`src/sv/tdma_slot_ack_retransmit_controller_assert.svh`:
```
// ---------------------------------------------------------------------------
// tdma slot controller assertion macros
// clocked assertion wrappers shared by the controller rtl
// ---------------------------------------------------------------------------
`ifndef TDMA_SLOT_ACK_RETRANSMIT_CONTROLLER_ASSERT_SVH
`define TDMA_SLOT_ACK_RETRANSMIT_CONTROLLER_ASSERT_SVH

// property that must hold at every edge outside reset
`define TSARC_ASSERT(lbl, prop) \
    lbl: assert property (@(posedge i_clk) disable iff (!i_rst_n) (prop)) \
        else $error("tsarc assertion failed");

// consequence that must hold in the cycle after the trigger
`define TSARC_ASSERT_NEXT(lbl, trig, cons) \
    lbl: assert property (@(posedge i_clk) disable iff (!i_rst_n) (trig) |=> (cons)) \
        else $error("tsarc assertion failed");

`endif

```
`src/sv/tsarc_pkg.sv`:
```
// ---------------------------------------------------------------------------
// tsarc_pkg
// types and constants of the tdma slot, ack and retransmit controller
// ---------------------------------------------------------------------------
package tsarc_pkg;

    localparam int RESEND_DEPTH      = 32;
    localparam int PERIODS_PER_CYCLE = 5;
    localparam int PTR_W             = $clog2(RESEND_DEPTH);
    localparam int CNT_W             = $clog2(RESEND_DEPTH + 1);

    localparam logic [PTR_W-1:0] PTR_LAST  = PTR_W'(RESEND_DEPTH - 1);
    localparam logic [CNT_W-1:0] CNT_FULL  = CNT_W'(RESEND_DEPTH);

    localparam logic [2:0]  POS_FIRST  = 3'd1;
    localparam logic [2:0]  POS_LAST   = 3'(PERIODS_PER_CYCLE);
    localparam logic [2:0]  POS_RESEND = 3'd4;
    localparam logic [31:0] FIRST_CYCLE_PERIOD = 32'(PERIODS_PER_CYCLE + 1);

    localparam logic [1:0] MSG_NONE = 2'd0;
    localparam logic [1:0] MSG_SYNC = 2'd1;
    localparam logic [1:0] MSG_DATA = 2'd2;
    localparam logic [7:0] MSG_ACK  = 8'h03;

    localparam int         NUM_PEERS  = 9;
    localparam logic [8:0] ALL_PEERS  = 9'h1FF;
    localparam logic [7:0] NODE_ZERO  = 8'h30;
    localparam logic [7:0] NODE_BASE  = 8'h31;
    localparam logic [7:0] NODE_FIRST = 8'h32;
    localparam logic [7:0] NODE_LAST  = 8'h39;
    localparam logic [3:0] NODE_ZERO_IDX = 4'(NUM_PEERS);

    typedef enum logic [1:0] {
        OP_TICK       = 2'd0,
        OP_SLOT_START = 2'd1,
        OP_SLOT_END   = 2'd2,
        OP_RX         = 2'd3
    } t_opcode;

    typedef enum logic [2:0] {
        KIND_NONE    = 3'd0,
        KIND_SYNC    = 3'd1,
        KIND_DATA    = 3'd2,
        KIND_RESEND  = 3'd3,
        KIND_SUMMARY = 3'd4,
        KIND_ACK     = 3'd5
    } t_kind;

endpackage

```
`src/sv/tdma_slot_ack_retransmit_controller.sv`:
```
// results are registered: a result appears in the cycle after its item is accepted
// throughput: one item per cycle; the result register reloads in the cycle its
// item leaves, so input stalls only while a valid result is itself stalled
// resend queue reads come from a registered prefetch of the head entry
// reset (synchronous, active low) clears counters, bitmap, queue pointers and
// the result valid flag; the resend store itself is not cleared
// ---------------------------------------------------------------------------
// tdma slot ack retransmit controller
// event driven tdma initiator: sync ticks, data and resend slots, ack
// bitmap and a retransmission queue
// ---------------------------------------------------------------------------
`include "tdma_slot_ack_retransmit_controller_assert.svh"

module tdma_slot_ack_retransmit_controller
    import tsarc_pkg::*;
(
    input  logic        i_clk,
    input  logic        i_rst_n,
    input  logic        i_valid,
    output logic        o_stall,
    input  logic [1:0]  i_opcode,
    input  logic [7:0]  i_rx_type,
    input  logic [7:0]  i_rx_sender,
    input  logic [7:0]  i_rx_sequence,
    output logic        o_valid,
    input  logic        i_stall,
    output logic [2:0]  o_result_kind,
    output logic [7:0]  o_frame_sequence,
    output logic [1:0]  o_frame_type,
    output logic        o_frame_priority,
    output logic        o_response_expected,
    output logic [2:0]  o_cycle_position,
    output logic [29:0] o_cycle_number,
    output logic        o_retry_number,
    output logic [3:0]  o_acks_seen,
    output logic        o_queued_for_resend,
    output logic        o_resend_dropped,
    output logic [3:0]  o_acked_node
);

    logic [31:0]      r_period;
    logic [2:0]       r_pos;
    logic [29:0]      r_cycle;
    logic [7:0]       r_data_seq;
    logic [7:0]       r_last_seq;
    logic             r_active;
    logic [8:0]       r_bitmap;
    logic [PTR_W-1:0] r_head;
    logic [PTR_W-1:0] r_tail;
    logic [CNT_W-1:0] r_count;

    logic [31:0]      n_period;
    logic [2:0]       n_pos;
    logic [29:0]      n_cycle;
    logic [7:0]       n_data_seq;
    logic [7:0]       n_last_seq;
    logic             n_active;
    logic [8:0]       n_bitmap;
    logic [PTR_W-1:0] n_head;
    logic [PTR_W-1:0] n_tail;
    logic [CNT_W-1:0] n_count;

    logic [7:0]       r_mem [RESEND_DEPTH];
    logic [7:0]       r_mem_q;
    logic             r_fwd;
    logic [7:0]       r_fwd_data;
    logic [7:0]       w_head_data;
    logic             w_push;

    logic             r_out_valid;
    t_kind            r_kind;
    logic [7:0]       r_seq;
    logic [1:0]       r_ftype;
    logic             r_prio;
    logic             r_resp;
    logic             r_retry;
    logic [3:0]       r_acks;
    logic             r_queued;
    logic             r_dropped;
    logic [3:0]       r_acked;
    logic [2:0]       r_out_pos;
    logic [29:0]      r_out_cycle;

    t_kind            n_kind;
    logic [7:0]       n_seq;
    logic [1:0]       n_ftype;
    logic             n_prio;
    logic             n_resp;
    logic             n_retry;
    logic [3:0]       n_acks;
    logic             n_queued;
    logic             n_dropped;
    logic [3:0]       n_acked;

    logic             w_acc;
    logic [7:0]       w_sender_off;
    logic [3:0]       w_node;
    logic             w_node_ok;

    assign o_stall = r_out_valid && i_stall;
    assign w_acc   = i_valid && !o_stall;

    assign w_head_data  = r_fwd ? r_fwd_data : r_mem_q;
    assign w_sender_off = i_rx_sender - NODE_BASE;

    always_comb begin
        w_node    = '0;
        w_node_ok = 1'b0;
        if (i_rx_sender inside {[NODE_FIRST:NODE_LAST]}) begin
            w_node    = w_sender_off[3:0];
            w_node_ok = 1'b1;
        end else if (i_rx_sender == NODE_ZERO) begin
            w_node    = NODE_ZERO_IDX;
            w_node_ok = 1'b1;
        end
    end

    always_comb begin
        n_period   = r_period;
        n_pos      = r_pos;
        n_cycle    = r_cycle;
        n_data_seq = r_data_seq;
        n_last_seq = r_last_seq;
        n_active   = r_active;
        n_bitmap   = r_bitmap;
        n_head     = r_head;
        n_tail     = r_tail;
        n_count    = r_count;
        w_push     = 1'b0;
        n_kind     = KIND_NONE;
        n_seq      = '0;
        n_ftype    = MSG_NONE;
        n_prio     = 1'b0;
        n_resp     = 1'b0;
        n_retry    = 1'b0;
        n_acks     = '0;
        n_queued   = 1'b0;
        n_dropped  = 1'b0;
        n_acked    = '0;
        if (w_acc) begin
            case (t_opcode'(i_opcode))
                OP_TICK: begin
                    n_period = r_period + 32'd1;
                    if (n_period == 32'd1 || r_pos == POS_LAST) begin
                        n_pos = POS_FIRST;
                    end else begin
                        n_pos = r_pos + 3'd1;
                    end
                    if (n_pos == POS_FIRST && n_period[31:1] != '0) begin
                        n_cycle = (n_period == FIRST_CYCLE_PERIOD) ? 30'd1 : r_cycle + 30'd1;
                    end
                    n_last_seq = n_period[7:0];
                    n_kind     = KIND_SYNC;
                    n_seq      = n_period[7:0];
                    n_ftype    = MSG_SYNC;
                end
                OP_SLOT_START: begin
                    if (!r_active) begin
                        if (r_pos == POS_FIRST) begin
                            n_bitmap   = '0;
                            n_data_seq = r_data_seq + 8'd1;
                            n_last_seq = n_data_seq;
                            n_active   = 1'b1;
                            n_kind     = KIND_DATA;
                            n_seq      = n_data_seq;
                            n_ftype    = MSG_DATA;
                            n_prio     = 1'b1;
                            n_resp     = 1'b1;
                        end else if ((r_pos == POS_RESEND || r_pos == POS_LAST)
                                     && r_count != '0) begin
                            n_last_seq = w_head_data;
                            n_head     = (r_head == PTR_LAST) ? '0 : r_head + PTR_W'(1);
                            n_count    = r_count - CNT_W'(1);
                            n_bitmap   = '0;
                            n_active   = 1'b1;
                            n_kind     = KIND_RESEND;
                            n_seq      = w_head_data;
                            n_ftype    = MSG_DATA;
                            n_prio     = 1'b1;
                            n_resp     = 1'b1;
                            n_retry    = 1'b1;
                        end
                    end
                end
                OP_SLOT_END: begin
                    if (r_active) begin
                        n_acks = 4'($countones(r_bitmap));
                        if (r_bitmap != ALL_PEERS) begin
                            if (r_count != CNT_FULL) begin
                                w_push   = 1'b1;
                                n_tail   = (r_tail == PTR_LAST) ? '0 : r_tail + PTR_W'(1);
                                n_count  = r_count + CNT_W'(1);
                                n_queued = 1'b1;
                            end else begin
                                n_dropped = 1'b1;
                            end
                        end
                        n_active = 1'b0;
                        n_kind   = KIND_SUMMARY;
                    end
                end
                OP_RX: begin
                    if (r_active && i_rx_type == MSG_ACK && i_rx_sequence == r_data_seq
                        && w_node_ok) begin
                        n_bitmap = r_bitmap | (9'd1 << (w_node - 4'd1));
                        n_kind   = KIND_ACK;
                        n_acked  = w_node;
                    end
                end
                default: begin
                    n_kind = KIND_NONE;
                end
            endcase
        end
    end

    always_ff @(posedge i_clk) begin
        if (w_push) begin
            r_mem[r_tail] <= r_last_seq;
        end
        r_mem_q    <= r_mem[n_head];
        r_fwd_data <= r_last_seq;
    end

    always_ff @(posedge i_clk) begin
        if (!i_rst_n) begin
            r_period   <= '0;
            r_pos      <= POS_FIRST;
            r_cycle    <= '0;
            r_data_seq <= '0;
            r_last_seq <= '0;
            r_active   <= 1'b0;
            r_bitmap   <= '0;
            r_head     <= '0;
            r_tail     <= '0;
            r_count    <= '0;
            r_fwd      <= 1'b0;
        end else begin
            r_period   <= n_period;
            r_pos      <= n_pos;
            r_cycle    <= n_cycle;
            r_data_seq <= n_data_seq;
            r_last_seq <= n_last_seq;
            r_active   <= n_active;
            r_bitmap   <= n_bitmap;
            r_head     <= n_head;
            r_tail     <= n_tail;
            r_count    <= n_count;
            r_fwd      <= w_push && (r_tail == n_head);
        end
    end

    always_ff @(posedge i_clk) begin
        if (!i_rst_n) begin
            r_out_valid <= 1'b0;
        end else if (!o_stall) begin
            r_out_valid <= i_valid;
        end
    end

    always_ff @(posedge i_clk) begin
        if (w_acc) begin
            r_kind      <= n_kind;
            r_seq       <= n_seq;
            r_ftype     <= n_ftype;
            r_prio      <= n_prio;
            r_resp      <= n_resp;
            r_retry     <= n_retry;
            r_acks      <= n_acks;
            r_queued    <= n_queued;
            r_dropped   <= n_dropped;
            r_acked     <= n_acked;
            r_out_pos   <= n_pos;
            r_out_cycle <= n_cycle;
        end
    end

    assign o_valid             = r_out_valid;
    assign o_result_kind       = r_kind;
    assign o_frame_sequence    = r_seq;
    assign o_frame_type        = r_ftype;
    assign o_frame_priority    = r_prio;
    assign o_response_expected = r_resp;
    assign o_cycle_position    = r_out_pos;
    assign o_cycle_number      = r_out_cycle;
    assign o_retry_number      = r_retry;
    assign o_acks_seen         = r_acks;
    assign o_queued_for_resend = r_queued;
    assign o_resend_dropped    = r_dropped;
    assign o_acked_node        = r_acked;

    `TSARC_ASSERT(a_count_bound, r_count <= CNT_FULL)
    `TSARC_ASSERT(a_empty_ptrs, (r_count != '0) || (r_head == r_tail))
    `TSARC_ASSERT(a_pos_range, (r_pos >= POS_FIRST) && (r_pos <= POS_LAST))
    `TSARC_ASSERT_NEXT(a_send_starts_xfer,
        w_acc && (n_kind == KIND_DATA || n_kind == KIND_RESEND), r_active)
    `TSARC_ASSERT_NEXT(a_data_seq_sent,
        w_acc && n_kind == KIND_DATA, (r_last_seq == r_data_seq) && (r_bitmap == '0))

endmodule

```
`config.mk`:
```
export PLATFORM = sky130hd
export DESIGN_NAME = tdma_slot_ack_retransmit_controller
export DESIGN_NICKNAME = d
export VERILOG_FILES = /design/src/sv/tsarc_pkg.sv /design/src/sv/tdma_slot_ack_retransmit_controller.sv
export VERILOG_INCLUDE_DIRS = /design/src /design/src/sv
export SDC_FILE = /design/constraint.sdc
export NUM_CORES = 1
export LEC_CHECK = 0
export BUFFER_PORTS_ARGS = -buffer_cell sky130_fd_sc_hd__buf_2
export CAP_MARGIN = 20
export CORE_ASPECT_RATIO = 1.5
export CORE_MARGIN = 5
export CORE_UTILIZATION = 50
export DETAILED_ROUTE_END_ITERATION = 12
export PLACE_DENSITY_LB_ADDON = 0.15
export SLEW_MARGIN = 30
export SYNTH_ARGS = -nofsm -noshare
export SYNTH_HDL_FRONTEND = slang
export SYNTH_SLANG_ARGS = --single-unit
```
`constraint.sdc`:
```
create_clock -name i_clk -period 9.61 [get_ports i_clk]
set_input_delay 0.961 -clock i_clk [delete_from_list [all_inputs] [get_ports i_clk]]
set_output_delay 0.961 -clock i_clk [all_outputs]
set_load 0.01 [all_outputs]
```
==> metrics.md, run 1 <==
| Metric | Value |
|---|---|
| GRT Total Usage | `22.1%` |
| Total Routed Length | `48.8 mm` |
| Max Cap Viol | `0` |
| Worst Reg-to-Reg Cells | `11` |
| Clk Latency, worst-skew pair | `550 ps` |
| Via density | `5.97` |
| Synthesis Warnings | `0` |
| Area fraction in compound gates after synthesis | `12.0%` |
| Critical Path RT | `9900 ps` |
| Vias in the first global route | `13700` |
| TritonRoute pass-1 iters | `5` |
| Synth top area share | `47.7%` |
| Post-synthesis sequential area ratio | `60.4%` |
| Fin crit share | `50.0%` |
| Placed cell count | `2263` |
| Arrival @ worst endpoint | `5100 ps` |
| Clock skew | `13.6 ps` |
| Largest net degree at the start of global routing | `82` |
| Die area | `0.0437 mm^2` |
| DR WL/cell | `20.9 um` |
| Reg2reg end | `o_cycle_number[0]` |
| CTS Buf Count | `42` |
| Post-synth ARST share | `0%` |
| Top cells by area, synth | `edfxtp_1 (48%), dfxtp_1 (13%), nand2_1 (3.8%), nor2_1 (2.9%), nand3_1 (2.8%)` |
| Mapped Avg Cell Area | `11.3 um^2` |
| Outcome | `finished, final reports clean` |
| Initial DRC Count | `1012` |
| Core region area | `0.0392 mm^2` |
| Library cells used by synthesis | `78` |
| CP Max Fanout | `25` |
| Simple-Gate Fraction of Synth Area | `16.8%` |
| Commonest non-fill, non-tap cell in the layout | `edfxtp_1` |
| Worst IR Drop VDD | `0.000161 V` |
| Initial antenna violation count | `0` |
| Pins Over Slew Limit | `0` |
| Final hold violations | `0` |
| Reg-to-reg setup timing slack | `4800 ps` |
| Residual DRC count | `0` |
| # fillers | `3326` |
| FP Rows | `89` |
| Synth Cell Area | `0.0198 mm^2` |
| Post-synth top flop | `edfxtp_1` |
| Synth Area in XOR/XNOR | `3.28%` |
| Synth Register Bits | `439` |
| Crit end category | `flop` |
| Clk buf depth | `3` |
| Final core occ | `56.0%` |
| Post-route cell area | `0.0220 mm^2` |
| Root buffer cell | `clkbuf_16` |
| Via count | `13963` |
| Placer Congestion | `0.890` |
| Worst slew margin | `39.2%` |
| Post-route ant nets | `0` |
| Die height | `253 um` |
| Place WS | `4860 ps` |
| Post-DP HPWL | `33.0 mm` |
| Setup_tns | `0 ps` |
| Critical path class | `flop to flop` |
| RSZ-0062 raised after global routing | `false` |
| Hold Path Origin | `r_bitmap[6]` |
| Fmax | `208 MHz` |
| Leak Pwr | `7.78 nW` |
| Area Overhead vs Synth | `11.2%` |
| Slew @ Worst Pin | `912 ps` |
| Period minus WS final | `4810 ps` |
| PwrDens | `170 mW/mm^2` |
| Count of input and output buffers | `90` |
| Startpoint Class | `flop` |
| Remaining global-route overflow | `0` |
| Hold buffers post-CTS | `0` |
| Clock sinks | `439` |
| Clock transition at the registers of the reported paths | `60 ps` |
| Final setup fails | `0` |
| Post-DP Area | `0.0207 mm^2` |
| Total setup buffers inserted after CTS | `0` |
| Largest family of logic cells by synthesized area | `simple AND/OR/NAND/NOR gates` |
| Worst min path class | `flop to flop` |
| I/O pin cnt | `91` |
| Post-synth EDFFs | `314` |
| First-pass GRT wire length | `75.9 mm` |
| Most frequent cells in the layout | `edfxtp_1 (314), nand2_1 (201), nor2_1 (153)` |
| # H-tree levels | `2` |
| Synth area leader | `edfxtp_1` |
| Hold Path End | `r_bitmap[6]` |
| CTS tree | `built` |
| Mux cell area share after synthesis | `2.30%` |
| Worst setup slack after layout | `4800 ps` |
| Post-CTS sizing | `0` |
| Hold Crit Depth | `2` |
| Post-Syn Nets | `1813` |
| # nets final | `1873` |
| Share of layout cells above drive strength 1 | `13.1%` |
| Reg2Reg Launch Point | `r_period[0]` |
| Post-Synthesis Cells | `1747` |
| Initial Util | `50.4%` |
| Adder-Cell Fraction of Synth Area | `2.51%` |
| Cell Count, Final, Fillers Out | `2340` |
| Die Wd | `172 um` |
| # diodes | `0` |
through the flow:
step / hold slack (ps) / power [mW]
global placement: 493 / 2.21
CTS: 521 / 3.78
finish: 518 / 3.74
global route: 564 / 3.86
detailed placement: 507 / 2.22
floorplan: 459 / 2.16
report_power, final:
part / internal [mW] / leakage, nW / total [mW] / switching (mW)
logic: 0.0335 / 3.05 / 0.115 / 0.0817
registers: 2.05 / 4.10 / 2.06 / 0.0114
clock network: 0.872 / 0.636 / 1.57 / 0.696
total: 2.95 / 7.78 / 3.74 / 0.789
final cells by class:
| type | instances | area, um^2 | share of cell area [%] |
|---|---|---|---|
| clock buffer | 54 | 1150 | 5.22 |
| clock inverter | 23 | 143 | 0.649 |
| inverter | 36 | 135 | 0.615 |
| multi-input combinational | 1170 | 7320 | 33.3 |
| sequential | 439 | 11900 | 54.3 |
| tap | 500 | 626 | 2.85 |
| timing repair buffer | 118 | 661 | 3.01 |
synthesized netlist by cell type, types with 14 or more instances:
cell type,n
a32o_1,21
xor2_1,32
ha_1,30
a22o_1,27
nand4_1,26
xnor2_1,42
and3_1,34
mux2_2,20
a31oi_1,16
o21ai_0,55
a21oi_1,66
buf_2,19
nor2_1,155
dfxtp_1,125
inv_1,33
a211oi_1,20
a22oi_1,21
clkbuf_1,68
nand2_1,202
a221oi_1,14
a21o_1,22
edfxtp_1,314
mux2i_1,23
nand3_1,112
nor3_1,40
or3_1,18
nor4_1,14
worst max-delay path: stages (launching register included):
cell,delay [ps]
dfxtp_1,580
nand4_2,300
nor4_1,830
xnor2_1,190
nand4_1,90
or4_4,540
nor4_4,410
o221ai_2,160
buf_4,230
nor2_2,670
buf_4,410
a21oi_1,110
routing by layer:
layer  GRT usage, %  vias to the layer above  part of all wire (%)
met2           40.1                      392                    53
met4           9.03                        0                   3.8
met3           2.86                       96                   4.6
met1           26.2                     6840                    39
li1               -                     6635                     -
met5              0                        -                     0
sequential cells by signal, indices dropped and copies added (netlist names), 9 cells and up:
register	count
r_cycle	30
r_bitmap	9
r_period	32
r_mem	256
o_cycle_number	30
cells by family (layout without fill, tap and decap cells):
family | after synthesis | after routing
muxes | 43 | 43
DFF | 439 | 439
adders and majority gates | 36 | 36
and+or+nand+nor | 682 | 682
AOI/OAI and AO/OA | 335 | 335
xor gates and xnor gates | 74 | 74
buffers and inverters | 138 | 231
how the worst max path moves through the flow:
| stage | startpoint | endpoint | slack [ps] |
|---|---|---|---|
| finish | r_period[0] | o_cycle_number[0] | 4800 |
| global placement | i_opcode[1] | r_mem_q[7] | 4820 |
| floorplan | i_stall | r_mem_q[5] | 5840 |
| global route | r_period[0] | o_cycle_number[0] | 4510 |
| CTS | r_period[0] | o_cycle_number[0] | 4820 |
| detailed placement | r_period[0] | o_cycle_number[0] | 4860 |
Note: power is estimated with default switching activity, not from simulation.
==> inputs of run 2 (changes only) <==
- ABC_AREA: unset -> 1
- clock period: 9.61 -> 4.6 ns (I/O delays scaled with it)
==> run 2 against run 1 <==
Effect of this change:
- sequential share of layout area shrank 4.4 points
- final cell count increased by 30%
- critical endpoint is now o_cycle_number[29]
- flip-flop and latch count stayed put
- area after synthesis grew 8.1%
==> metrics.md, run 2 <==
| Metric | Value |
|---|---|
| Synth Register Bits | `439 (unchanged)` |
| I/O pin cnt | `91 (unchanged)` |
| Synth Cell Area | `0.0214 mm^2 (+8.1%)` |
| Commonest non-fill, non-tap cell in the layout | `nand2_1` |
| GRT Total Usage | `23.9% (+1.8 points)` |
| Post-synth EDFFs | `314 (unchanged)` |
| Die area | `0.0471 mm^2 (+7.7%)` |
| Synth area leader | `edfxtp_1` |
| Initial antenna violation count | `0 (unchanged)` |
| Fmax | `299 MHz (+44%)` |
| Largest regs | `r_mem: 256 flops, r_period: 32 flops` |
| Multi-input gate area | `0.00776 mm^2 (+6.0%)` |
| Synthesis Warnings | `0 (unchanged)` |
| Vias in the first global route | `16057 (+17%)` |
| Die Wd | `179 um (+3.8%)` |
| Critical path class | `flop to flop` |
| Remaining global-route overflow | `0 (unchanged)` |
| Post-synth ARST share | `0% (unchanged)` |
| Clock skew | `17.7 ps (+4.09 ps)` |
| Largest net degree at the start of global routing | `78 (-4.9%)` |
| Via count | `16723 (+20%)` |
| Fin crit share | `72.8% (+23 points)` |
| Via density | `5.50 (-7.9%)` |
| Post-synthesis sequential area ratio | `55.8% (-4.5 points)` |
| Leak Pwr | `10.1 nW (+30%)` |
| # diodes | `0 (unchanged)` |
| Post-Synthesis Cells | `2364 (+35%)` |
| Library cells used by synthesis | `55 (-29%)` |
| Worst min path class | `input port to flop` |
| Critical Path RT | `4920 ps (-4980 ps)` |
| Share of layout cells above drive strength 1 | `11.2% (-1.9 points)` |
| First-pass GRT wire length | `87.9 mm (+16%)` |
| Max reg flops | `256 (unchanged)` |
| Total setup buffers inserted after CTS | `0 (unchanged)` |
| Startpoint Class | `flop` |
| Total Routed Length | `57.3 mm (+18%)` |
| Synth top area share | `44.1% (-3.6 points)` |
| Crit end category | `flop` |
| Final setup fails | `0 (unchanged)` |
| Storage cell area | `0.0119 mm^2 (about the same)` |
| Worst IR Drop VDD | `0.000313 V (+95%)` |
| CTS Buf Count | `44 (+4.8%)` |
| Period minus WS final | `3350 ps (-1460 ps)` |
| Clock transition at the registers of the reported paths | `60 ps (about the same)` |
| PwrDens | `353 mW/mm^2 (+110%)` |
| Reg-to-reg setup timing slack | `1250 ps (-3550 ps)` |
| Final hold violations | `0 (unchanged)` |
| Count of input and output buffers | `90 (unchanged)` |
| Most frequent cells in the layout | `nand2_1 (523), nand3_1 (328), edfxtp_1 (314)` |
| Most common cell in the netlist | `nand2_1` |
| Clock sinks | `439 (unchanged)` |
| Pins Over Slew Limit | `0 (unchanged)` |
| Clk Latency, worst-skew pair | `560 ps (about the same)` |
| Area Overhead vs Synth | `11.8%` |
| Commonest cells post-synth | `nand2_1 (526), nand3_1 (328), edfxtp_1 (314)` |
| # H-tree levels | `2 (unchanged)` |
| Max Cap Viol | `0 (unchanged)` |
| Post-synth top flop | `edfxtp_1` |
| Min Hold Slack | `202 ps (-316 ps)` |
| Arrival @ worst endpoint | `3670 ps (-1430 ps)` |
| Initial DRC Count | `1125 (+11%)` |
| Top cells by area, synth | `edfxtp_1 (44%), dfxtp_1 (12%), nand2_1 (9.2%), nand3_1 (7.7%), inv_1 (5.5%)` |
| Setup_tns | `0 ps (unchanged)` |
| TritonRoute pass-1 iters | `5 (unchanged)` |
| Die height | `263 um (+3.8%)` |
| Slew @ Worst Pin | `942 ps (+29.2 ps)` |
| Mapped Avg Cell Area | `9.04 um^2 (-20%)` |
| Outcome | `finished, final reports clean` |
| DR WL/cell | `18.9 um (-9.6%)` |
| CP Max Fanout | `5 (-80%)` |
| Post-Syn Nets | `2430 (+34%)` |
| # fillers | `3799 (+14%)` |
| Core region area | `0.0421 mm^2 (+7.5%)` |
| Hold buffers post-CTS | `0 (unchanged)` |
| Post-route ant nets | `0 (unchanged)` |
| Worst slew margin | `37.2% (-1.9 points)` |
| Initial Util | `50.7% (+0.31 points)` |
| Root buffer cell | `clkbuf_16` |
| FP Rows | `92 (+3.4%)` |
| Biggest register | `r_mem` |
| Post-DP HPWL | `39.2 mm (+19%)` |
| Post-CTS sizing | `0 (unchanged)` |
| Clk buf depth | `3 (unchanged)` |
| CTS tree | `built` |
| Residual DRC count | `0 (unchanged)` |
| # nets final | `2508 (+34%)` |
| Design Power | `8.44 mW (+130%)` |
| Placer Congestion | `0.975 (+9.5%)` |
| RSZ-0062 raised after global routing | `false` |
==> run 2: cell count changes after synthesis, sizes merged, moves of 22 or more <==
cell / change
nand2: +349
inv: +285
nand3: +217
nand3b: +108
xnor2: -35
and3: -33
a22o: -26
a21oi: +23
a21o: -22
==> run 2: final cells by class <==
cell class / count / share of cell area (%)
Clock inverter: 26 / 1.24
Multi-Input combinational cell: 1502 / 32.5
Sequential cell: 439 / 50.0
Clock buffer: 56 / 4.93
Tap cell: 564 / 2.95
Inverter: 323 / 5.10
Timing Repair Buffer: 132 / 3.36
==> run 2: critical path, stage by stage, from the launching register on <==
cell,delay [ps]
dfxtp_1,430
nand2_1,130
nor3_1,230
nand3_1,150
nor4_1,630
nand2_1,300
nor3_1,420
nand2_1,190
nor2_1,230
nand2_1,90
nand2_1,70
nand3_1,80
nand2_1,120
inv_1,40
==> run 2: worst paths after layout <==
kind | startpoint | end | cells after the start
worst max-delay path | r_cycle[5] | o_cycle_number[29] | 13
worst min-delay path | i_stall | o_valid | 3
worst max register to register | r_cycle[5] | o_cycle_number[29] | 13
worst min register to register | o_valid | o_valid | 2
==> run 2: logic make-up after synthesis <==
kind of cell / after synthesis / share of synthesized area [%]
flops: 439 / 55.8
xor+xnor: 30 / 1.23
mux: 5 / 0.234
simple gates: 1230 / 27.2
buf+inv: 423 / 8.08
fa+ha+maj: 36 / 2.32
compound gates: 201 / 5.09
==> run 2: where the power goes <==
group          total, mW  switching, mW  leakage [nW]  internal [mW]
registers           4.39         0.0855          3.92           4.30
logic              0.359          0.248          5.48          0.111
clock network       3.70           1.53         0.721           2.16
total               8.44           1.87          10.1           6.57
==> run 2: metrics by stage <==
step | setup WS [ps] | instances | utilization, % | cell area [um^2]
finish | 1250 | 3042 | 56.7 | 23900
CTS | 1290 | 3042 | 56.7 | 23900
floorplan | 582 | 2364 | - | 21400
global route | 938 | 3042 | 56.7 | 23900
global placement | 989 | 2960 | 53.2 | 22400
detailed placement | 891 | 2960 | 53.2 | 22400
==> run 2: metal layers <==
| metal | routed length (um) | track usage [%] | vias up |
|---|---|---|---|
| li1 | - | - | 8038 |
| met1 | 21500 | 27.1 | 8006 |
| met2 | 29800 | 43.0 | 510 |
| met3 | 2540 | 2.68 | 169 |
| met4 | 3530 | 13.2 | 0 |
| met5 | 0 | 0 | - |
